**config.mk**
```make
export PLATFORM = sky130hd
export DESIGN_NAME = stream_find_replace_top
export DESIGN_NICKNAME = d
export VERILOG_FILES = /design/src/rtl/sfr_pkg.sv /design/src/rtl/sfr_cell.sv /design/src/rtl/sfr_emit.sv /design/src/rtl/stream_find_replace_top.sv
export SDC_FILE = /design/constraint.sdc
export NUM_CORES = 1
export LEC_CHECK = 0
export BUFFER_PORTS_ARGS = -buffer_cell sky130_fd_sc_hd__clkbuf_2
export CAP_MARGIN = 20
export CELL_PAD_IN_SITES_DETAIL_PLACEMENT = 0
export CELL_PAD_IN_SITES_GLOBAL_PLACEMENT = 2
export CORE_ASPECT_RATIO = 0.7
export CORE_MARGIN = 1
export CORE_UTILIZATION = 39
export DETAILED_ROUTE_END_ITERATION = 8
export PLACE_DENSITY = 0.91
export SYNTH_ARGS = -nofsm -noshare
export SYNTH_HDL_FRONTEND = slang
export SYNTH_HIERARCHICAL = 1
export SYNTH_SLANG_ARGS = --single-unit
```
**constraint.sdc**
```tcl
create_clock -name clk -period 8.3 [get_ports clk]
set_input_delay 0.83 -clock clk [delete_from_list [all_inputs] [get_ports clk]]
set_output_delay 0.83 -clock clk [all_outputs]
set_load 0.02 [all_outputs]
```
**src/rtl/sfr_pkg.sv**
```systemverilog
// sfr_pkg: shared types, register indexes, match modes and the character
// class test for the stream find-and-replace block. No dependencies.
`default_nettype none

package sfr_pkg;

  typedef logic [7:0] byte_t;

  // Input transfer and result transfer payloads.
  typedef struct packed {
    logic [7:0] in_byte;
    logic       stream_last;
  } in_item_t;

  typedef struct packed {
    logic [7:0]  out_byte;
    logic        byte_valid;
    logic        last_of_run;
    logic        end_of_stream;
    logic [15:0] match_total;
  } out_item_t;

  // Configuration port: 64-bit registers at byte address 8*index.
  localparam int ADDR_W = 6;
  localparam int DATA_W = 64;

  typedef enum logic [2:0] {
    REG_MATCH_MODE     = 3'd0,
    REG_PATTERN_LENGTH = 3'd1,
    REG_PATTERN_BYTES  = 3'd2,
    REG_REPLACE_LENGTH = 3'd3,
    REG_REPLACE_BYTES  = 3'd4
  } reg_index_t;

  // Match modes.
  localparam logic [3:0] MODE_LITERAL  = 4'd0;
  localparam logic [3:0] MODE_BLANK    = 4'd1;
  localparam logic [3:0] MODE_DIGIT    = 4'd2;
  localparam logic [3:0] MODE_LETTER   = 4'd3;
  localparam logic [3:0] MODE_LOWER    = 4'd4;
  localparam logic [3:0] MODE_UPPER    = 4'd5;
  localparam logic [3:0] MODE_ALNUM    = 4'd6;
  localparam logic [3:0] MODE_ASCII    = 4'd7;
  localparam logic [3:0] MODE_NOTASCII = 4'd8;
  localparam logic [3:0] MODE_HIGH     = 4'd9;

  // Character constants.
  localparam byte_t CH_SPACE = 8'h20;
  localparam byte_t CH_TAB   = 8'h09;
  localparam byte_t CH_LF    = 8'h0A;
  localparam byte_t CH_CR    = 8'h0D;
  localparam byte_t CH_ZERO  = 8'h30;
  localparam byte_t CH_NINE  = 8'h39;
  localparam byte_t CH_LOW_A = 8'h61;
  localparam byte_t CH_LOW_Z = 8'h7A;
  localparam byte_t CH_UP_A  = 8'h41;
  localparam byte_t CH_UP_Z  = 8'h5A;
  localparam byte_t CH_HIGH  = 8'h80;

  // Control handed to every window cell.
  typedef struct packed {
    logic accept;  // an input transfer takes place this cycle
    logic shift;   // the oldest byte leaves the window
  } cell_ctrl_t;

  // Per-run information that goes with the emitted bytes.
  typedef struct packed {
    logic        marker;  // end marker carrying no byte
    logic        last;    // run closes the stream
    logic [15:0] total;
  } run_flags_t;

  function automatic logic class_hit(input logic [3:0] mode, input byte_t b);
    logic blank, digit, lower, upper, ascii;
    blank = (b == CH_SPACE) || (b == CH_TAB) || (b == CH_LF) || (b == CH_CR);
    digit = (b >= CH_ZERO) && (b <= CH_NINE);
    lower = (b >= CH_LOW_A) && (b <= CH_LOW_Z);
    upper = (b >= CH_UP_A) && (b <= CH_UP_Z);
    ascii = ((b > CH_SPACE) && (b < CH_HIGH)) || blank;
    case (mode)
      MODE_BLANK:    class_hit = blank;
      MODE_DIGIT:    class_hit = digit;
      MODE_LETTER:   class_hit = lower || upper;
      MODE_LOWER:    class_hit = lower;
      MODE_UPPER:    class_hit = upper;
      MODE_ALNUM:    class_hit = lower || upper || digit;
      MODE_ASCII:    class_hit = ascii;
      MODE_NOTASCII: class_hit = !ascii;
      MODE_HIGH:     class_hit = (b >= CH_HIGH);
      default:       class_hit = 1'b0;
    endcase
  endfunction

endpackage

`default_nettype wire

```
**src/rtl/sfr_cell.sv**
```systemverilog
// sfr_cell: one slot of the sliding match window, holding a byte and
// comparing it with its pattern byte. Depends on sfr_pkg.
`default_nettype none

module sfr_cell #(
  parameter int IDX = 0,
  parameter int LW  = 4
) (
  input  wire logic               clk,
  input  wire sfr_pkg::cell_ctrl_t ctrl,
  input  wire sfr_pkg::byte_t     in_byte,
  input  wire logic               slot,       // this cell takes the new byte
  input  wire sfr_pkg::byte_t     pat_byte,
  input  wire logic [LW-1:0]      len,
  input  wire sfr_pkg::byte_t     neighbour,  // next cell's current byte
  output sfr_pkg::byte_t          cur,
  output logic                    hit
);
  import sfr_pkg::*;

  byte_t held;

  // The window as it stands once the new byte has been placed.
  assign cur = slot ? in_byte : held;
  assign hit = (LW'(IDX) >= len) || (cur == pat_byte);

  always_ff @(posedge clk) begin
    if (ctrl.accept) begin
      held <= ctrl.shift ? neighbour : cur;
    end
  end

endmodule

`default_nettype wire

```
**src/rtl/sfr_emit.sv**
```systemverilog
// sfr_emit: run buffer that shifts out the results of one input byte, one
// per cycle while the receiver does not stall, into the output register. Depends on sfr_pkg.
`default_nettype none

module sfr_emit #(
  parameter  int RUN_MAX = 8,
  localparam int CW      = $clog2(RUN_MAX + 1)
) (
  input  wire logic                     clk,
  input  wire logic                     rst,
  input  wire logic                     load,
  input  wire logic [RUN_MAX-1:0][7:0]  load_bytes,
  input  wire logic [CW-1:0]            load_cnt,
  input  wire sfr_pkg::run_flags_t      load_flags,
  output logic                          ready,
  output logic                          result_valid,
  output sfr_pkg::out_item_t            result,
  input  wire logic                     result_stall
);
  import sfr_pkg::*;

  logic [RUN_MAX-1:0][7:0] bytes;
  logic [CW-1:0]           cnt;
  run_flags_t              flags;
  logic                    move;

  assign move  = (cnt != '0) && (!result_valid || !result_stall);
  assign ready = (cnt == '0) || ((cnt == CW'(1)) && move);

  always_ff @(posedge clk) begin
    if (rst) begin
      cnt          <= '0;
      result_valid <= 1'b0;
    end else begin
      if (load) begin
        cnt <= load_cnt;
      end else if (move) begin
        cnt <= cnt - CW'(1);
      end
      if (move) begin
        result_valid <= 1'b1;
      end else if (!result_stall) begin
        result_valid <= 1'b0;
      end
    end
  end

  always_ff @(posedge clk) begin
    if (load) begin
      bytes <= load_bytes;
      flags <= load_flags;
    end else if (move) begin
      for (int i = 0; i < RUN_MAX - 1; i++) begin
        bytes[i] <= bytes[i+1];
      end
      bytes[RUN_MAX-1] <= '0;
    end
    if (move) begin
      result.out_byte      <= flags.marker ? 8'h00 : bytes[0];
      result.byte_valid    <= !flags.marker;
      result.last_of_run   <= (cnt == CW'(1));
      result.end_of_stream <= (cnt == CW'(1)) && flags.last;
      result.match_total   <= flags.total;
    end
  end

endmodule

`default_nettype wire

```
**src/rtl/stream_find_replace_top.sv**
```systemverilog
// stream_find_replace_top: streaming find-and-replace on a byte stream.
// Depends on sfr_pkg, sfr_cell and sfr_emit.
//
// Usage. Bytes arrive on the feed channel (feed_valid, feed_stall, feed);
// a transfer takes place on a rising edge with feed_valid high and
// feed_stall low. Results leave on the result channel in the same way.
// Each input byte yields zero to eight results: the oldest window byte
// when the window is full and does not match, the replacement bytes on a
// match, and on the byte marked stream_last the rest of the window, or a
// single end marker (byte_valid low) when that input yields nothing else.
// The first result of a byte passes through the run buffer and then the
// output register. Bytes that yield at most one result flow at one per
// cycle while the receiver does not stall; a byte that yields several
// results stalls the feed while the run buffer drains into the output
// register. The output register parts the two channels, so a byte is still
// taken while a result waits, as long as the run buffer is empty. When the
// receiver stalls, the result holds and the feed stalls once the run
// buffer cannot drain. Reset empties the window and the run buffer, clears
// the match count and loads the register reset values. Registers must be
// written over the APB port only while the block is idle, which the block
// does not enforce; a write to match_mode or pattern_length empties the window.
`default_nettype none

module stream_find_replace_top #(
  parameter int PATTERN_MAX = 8,
  parameter int REPLACE_MAX = 8
) (
  input  wire logic                        clk,
  input  wire logic                        rst,
  // feed channel
  input  wire logic                        feed_valid,
  output logic                             feed_stall,
  input  wire sfr_pkg::in_item_t           feed,
  // result channel
  output logic                             result_valid,
  input  wire logic                        result_stall,
  output sfr_pkg::out_item_t               result,
  // configuration port
  input  wire logic                        psel,
  input  wire logic                        penable,
  input  wire logic                        pwrite,
  input  wire logic [sfr_pkg::ADDR_W-1:0]  paddr,
  input  wire logic [sfr_pkg::DATA_W-1:0]  pwdata,
  output logic [sfr_pkg::DATA_W-1:0]       prdata,
  output logic                             pready
);
  import sfr_pkg::*;

  localparam int FW      = $clog2(PATTERN_MAX + 1);
  localparam int RW      = $clog2(REPLACE_MAX + 1);
  localparam int RUN_MAX = (PATTERN_MAX > REPLACE_MAX) ? PATTERN_MAX : REPLACE_MAX;
  localparam int CW      = $clog2(RUN_MAX + 1);

  // Configuration registers.
  logic [3:0]  match_mode;
  logic [3:0]  pattern_length;
  logic [63:0] pattern_bytes;
  logic [3:0]  replace_length;
  logic [63:0] replace_bytes;

  logic       cfg_write;
  reg_index_t cfg_index;

  assign pready    = 1'b1;
  assign cfg_write = psel && penable && pwrite && pready;
  assign cfg_index = reg_index_t'(paddr[ADDR_W-1:3]);

  always_ff @(posedge clk) begin
    if (rst) begin
      match_mode     <= MODE_LITERAL;
      pattern_length <= 4'd1;
      pattern_bytes  <= '0;
      replace_length <= 4'd0;
      replace_bytes  <= '0;
    end else if (cfg_write) begin
      case (cfg_index)
        REG_MATCH_MODE:     match_mode     <= pwdata[3:0];
        REG_PATTERN_LENGTH: pattern_length <= pwdata[3:0];
        REG_PATTERN_BYTES:  pattern_bytes  <= pwdata;
        REG_REPLACE_LENGTH: replace_length <= pwdata[3:0];
        REG_REPLACE_BYTES:  replace_bytes  <= pwdata;
        default: ;
      endcase
    end
  end

  always_comb begin
    case (cfg_index)
      REG_MATCH_MODE:     prdata = {60'd0, match_mode};
      REG_PATTERN_LENGTH: prdata = {60'd0, pattern_length};
      REG_PATTERN_BYTES:  prdata = pattern_bytes;
      REG_REPLACE_LENGTH: prdata = {60'd0, replace_length};
      REG_REPLACE_BYTES:  prdata = replace_bytes;
      default:            prdata = '0;
    endcase
  end

  // Effective pattern and replacement lengths. Class modes test one byte;
  // out-of-range lengths are clamped.
  logic          is_class;
  logic [FW-1:0] len_eff;
  logic [RW-1:0] rep_len;

  always_comb begin
    is_class = match_mode inside {[MODE_BLANK:MODE_HIGH]};
    if (is_class || (pattern_length == 4'd0)) begin
      len_eff = FW'(1);
    end else if (pattern_length > 4'(PATTERN_MAX)) begin
      len_eff = FW'(PATTERN_MAX);
    end else begin
      len_eff = FW'(pattern_length);
    end
    if (replace_length > 4'(REPLACE_MAX)) begin
      rep_len = RW'(REPLACE_MAX);
    end else begin
      rep_len = RW'(replace_length);
    end
  end

  // Window: a row of cells. The new byte lands in the cell at the fill
  // position; on a full window without a match every cell takes its
  // neighbour's byte, dropping the oldest.
  logic [FW-1:0]  fill;
  logic [FW-1:0]  fill_inc;
  logic           accept;
  logic           full;
  logic           match;
  cell_ctrl_t     cell_ctrl;
  byte_t          cur [PATTERN_MAX];
  logic [PATTERN_MAX-1:0] hit;

  assign accept   = feed_valid && !feed_stall;
  assign fill_inc = fill + FW'(1);
  assign full     = (fill_inc == len_eff);
  assign match    = is_class ? class_hit(match_mode, cur[0]) : (&hit);

  assign cell_ctrl.accept = accept;
  assign cell_ctrl.shift  = full && !match;

  for (genvar i = 0; i < PATTERN_MAX; i++) begin : g_cell
    byte_t nb;
    if (i == PATTERN_MAX - 1) begin : g_end
      assign nb = '0;
    end else begin : g_mid
      assign nb = cur[i+1];
    end
    sfr_cell #(
      .IDX (i),
      .LW  (FW)
    ) u_cell (
      .clk       (clk),
      .ctrl      (cell_ctrl),
      .in_byte   (feed.in_byte),
      .slot      (fill == FW'(i)),
      .pat_byte  (pattern_bytes[8*i +: 8]),
      .len       (len_eff),
      .neighbour (nb),
      .cur       (cur[i]),
      .hit       (hit[i])
    );
  end

  // Fill count and saturating match counter.
  logic [FW-1:0] fill_next;
  logic [15:0]   match_counter;
  logic [15:0]   match_counter_next;

  always_comb begin
    fill_next          = fill;
    match_counter_next = match_counter;
    if (accept) begin
      if (feed.stream_last) begin
        fill_next = '0;
      end else if (full) begin
        fill_next = match ? '0 : (len_eff - FW'(1));
      end else begin
        fill_next = fill_inc;
      end
      if (full && match && (match_counter != 16'hFFFF)) begin
        match_counter_next = match_counter + 16'd1;
      end
    end
  end

  always_ff @(posedge clk) begin
    if (rst) begin
      fill          <= '0;
      match_counter <= '0;
    end else begin
      match_counter <= match_counter_next;
      if (cfg_write && ((cfg_index == REG_MATCH_MODE) ||
                        (cfg_index == REG_PATTERN_LENGTH))) begin
        fill <= '0;
      end else begin
        fill <= fill_next;
      end
    end
  end

  // Build the run of results for the byte being taken. It is either the
  // replacement string or the window itself, from its oldest byte.
  logic [RUN_MAX-1:0][7:0] run_bytes;
  logic [CW-1:0]           run_cnt;
  run_flags_t              run_flags;

  always_comb begin
    for (int i = 0; i < RUN_MAX; i++) begin
      run_bytes[i] = '0;
      if (full && match) begin
        if (i < REPLACE_MAX) begin
          run_bytes[i] = replace_bytes[8*i +: 8];
        end
      end else if (i < PATTERN_MAX) begin
        run_bytes[i] = cur[i];
      end
    end
    run_flags.marker = 1'b0;
    run_flags.last   = feed.stream_last;
    run_flags.total  = match_counter_next;
    if (full && match) begin
      if (feed.stream_last && (rep_len == '0)) begin
        // Final input that leaves nothing to send: one end marker.
        run_cnt          = CW'(1);
        run_flags.marker = 1'b1;
      end else begin
        run_cnt = CW'(rep_len);
      end
    end else if (full) begin
      run_cnt = feed.stream_last ? CW'(len_eff) : CW'(1);
    end else begin
      run_cnt = feed.stream_last ? CW'(fill_inc) : '0;
    end
  end

  logic emit_ready;

  assign feed_stall = !emit_ready;

  sfr_emit #(
    .RUN_MAX (RUN_MAX)
  ) u_emit (
    .clk          (clk),
    .rst          (rst),
    .load         (accept),
    .load_bytes   (run_bytes),
    .load_cnt     (run_cnt),
    .load_flags   (run_flags),
    .ready        (emit_ready),
    .result_valid (result_valid),
    .result       (result),
    .result_stall (result_stall)
  );

endmodule

`default_nettype wire

```
==> impl_metrics.ini <==
[logic_synthesis]
synth_top_area_share_pct = 29.61
yosys_warnings = 6
netlist_area_um2 = 17540
synth.area.top_cells = edfxtp_1 30%, dfxtp_1 19%, mux2_2 10%
async_flop_share_pct = 0
netlist_instances = 1628
synth_edf_count = 173
synth_top_area_cell = edfxtp_1
synth_seq_area_share_pct = 48.44
syn_avg_cell_area_um2 = 10.78
ys_types = 75
synth-main-ff-cell = edfxtp_1
synth-seq-cells = 338

[power]
pwr-share-seq_pct = 44.1
power.switching_mw = 1.800
swShare_pct = 30.95
p_clk_share_pct = 26.8
comb_power_share_pct = 29.2
vdd.ir_drop.worst_mv = 0.1967
p_leak_nw = 7.228
p_total_mw = 5.816
power.internal_mw = 4.016
powerDensity_nw_per_um2 = 291.9

[clock_tree]
cts_setup_buffers = 0
cts_resized = 0
hold_buffers = 0
clock_path_buffers = 3
numCtsBuffers = 36
worstSkewPairLatency_ns = 0.54
cts_sinks = 338
cts_tree = done
cts.reportedPaths.clkPinSlew_ns = 0.06
htree_levels = 2
cts_root_buf = clkbuf_16

[floorplanning]
rows = 64
start_util_pct = 39.84
num_io_pins = 180
die_w_um = 255.5
dieArea_um2 = 45850
core_area_um2 = 44040
die_h_um = 179.5

[timing]
rsz0062_at_grt = no
setup_ws_ns = 3.015
tightest_slew_ns = 1.065
slew_violations = 0
relSlewSlack_pct = 28.98
finalSetupTns_ns = 0
min_period_over_period_pct = 63.67
timing_hold_violations_final = 0
clock_skew_ns = 0.01815
setup_viol = 0
max_freq_ghz = 0.1892
min_period_ns = 5.285

[route]
vias = 12820
antenna_left = 0
drtPass1Iterations = 5
wl_per_cell_um = 20.65
drt_iter0_markers = 1133
viasPerCell = 5.397
drt_wl_total_um = 49060
drc = 0

[setup_path]
crit_fanout = 36
end_kind = flop
required_ns = 8.57
r2r-start = fill[0]
cp_data_arrival_time_ns = 5.56
crit_start = fill[0]
r2r_end = g_cell[2].u_cell/held[6]
rr_worst_depth = 12
criticalPathCategory = reg -> reg
crit_path_end = g_cell[2].u_cell/held[6]
rrSetupSlack_ns = 3.02
cp-start-kind = flop

[placed_design]
gp_congestion = 0.8272
dp_hpwl_um = 31850
pre_cts_ws_ns = 3.117
port_buffers = 175

[global_routing]
grt.busiest_layer = met1
use_met3_pct = 3.723
gr-usage-all-layers_pct = 20.77
grt_max_degree = 98
grt_pass1_wl_um = 74730
antenna_found_initial = 2
gr-usage-met1_pct = 31.50
use_met2_pct = 30.29
grt_pass1_vias = 12320
grt-ovfl-total = 0

[status]
outcome = completed

[final_layout]
nNetsFinal = 1849
antenna_cells = 0
layout-drive-gt1-share_pct = 29.74
fillers = 4167
multi_input_area_um2 = 8538
final_common_cell = nand2_1
final_cell_mix = 280 x nand2_1, 174 x clkbuf_2, 173 x edfxtp_1
regArea_um2 = 8498
area_growth_pct = 13.55

[hold_path]
min_path_type = reg -> reg

[run]
drv_cap = 0
[critical path: stages, from the launching register on]
cell and delay, ns:
dfxtp_1 0.54, inv_1 0.21, ha_1 0.26, and2_1 0.30, mux2_4 0.44, or4_1 0.54, o221ai_1 0.25, o32ai_1 0.11
o211ai_1 0.43, nand2_1 0.21, nor2_4 0.74, buf_4 0.56, mux2_2 0.40
[power groups by stage]
stage / Sequential, mW / Clock (mW) / Combinational [mW]
after floorplan: 2.66 / 0 / 1.13
after global routing: 2.60 / 1.65 / 1.81
after CTS: 2.56 / 1.59 / 1.69
after detailed placement: 2.59 / 0 / 1.68
after global placement: 2.58 / 0 / 1.65
final: 2.56 / 1.56 / 1.70
[cell usage after synthesis, drive strengths merged (3+ instances only)]
master    n
clkbuf   75
nor3      6
ha        8
a21oi   141
or4       3
nor3b     4
o32ai     4
o22ai     4
nor4      3
nand4    23
nand3    21
nand2   282
edfxtp  173
a22oi    61
a31oi     3
xor2     11
mux2    263
nor2b    30
nor2    107
mux2i    14
buf      30
inv      15
a311oi    3
o21ai    21
and2     23
and3     13
dfxtp   165
nand4b    4
xnor2    73
a211o     3
[cells by family (layout without fill, tap and decap cells)]
logic type | Yosys count | after routing | synth area share [%]
and+or+nand+nor | 536 | 536 | 13.85
xor gates and xnor gates | 84 | 84 | 4.493
other | 2 | 9 | 0.04281
buffers and inverters | 120 | 267 | 3.366
AOI/OAI and AO/OA | 262 | 262 | 9.314
DFF | 338 | 338 | 48.44
muxes | 278 | 278 | 19.93
adders and majority gates | 8 | 8 | 0.5706
[metrics by stage]
step	hold WS, ns	util, %	std cells	instance area, um2
floorplan	0.4003	-	1635	17570
global placement	0.4008	42.70	2311	18810
detailed placement	0.4045	42.70	2311	18810
CTS	0.4184	45.23	2376	19920
global route	0.4246	45.23	2376	19920
finish	0.4164	45.23	2376	19920
[per-layer routing]
metal,share of wire (%),vias up
met3,6.6,68
met1,48,6254
met2,43,444
met4,1.9,2
li1,-,6055
met5,0.027,-
[flip-flops by register name (all words and copies together), names as in the netlist, 16 cells and up]
| name | count |
|---|---|
| u_emit/flags | 18 |
| u_emit/result | 27 |
| match_counter | 16 |
| g_cell.u_cell/held | 64 |
| pattern_bytes | 64 |
| u_emit/bytes | 64 |
| replace_bytes | 64 |
[cell type report]
class / count / area share (%)
Tap cell: 594 / 3.731
Clock inverter: 17 / 0.6469
Timing Repair Buffer: 187 / 4.861
Sequential cell: 338 / 42.66
Multi-Input combinational cell: 1177 / 42.86
Inverter: 15 / 0.2952
Clock buffer: 48 / 4.949
[how the worst min path moves through the flow]
stage | from | to | slack, ns | depth (start not counted)
floorplan | u_emit/flags[0] | u_emit/result[0] | 0.40 | 0
global placement | u_emit/flags[2] | u_emit/result[2] | 0.40 | 0
detailed placement | u_emit/flags[3] | u_emit/result[3] | 0.40 | 0
CTS | u_emit/flags[3] | u_emit/result[3] | 0.42 | 0
global route | u_emit/flags[1] | u_emit/result[1] | 0.42 | 0
finish | u_emit/flags[3] | u_emit/result[3] | 0.42 | 0
Note: power is estimated with default switching activity, not from simulation.
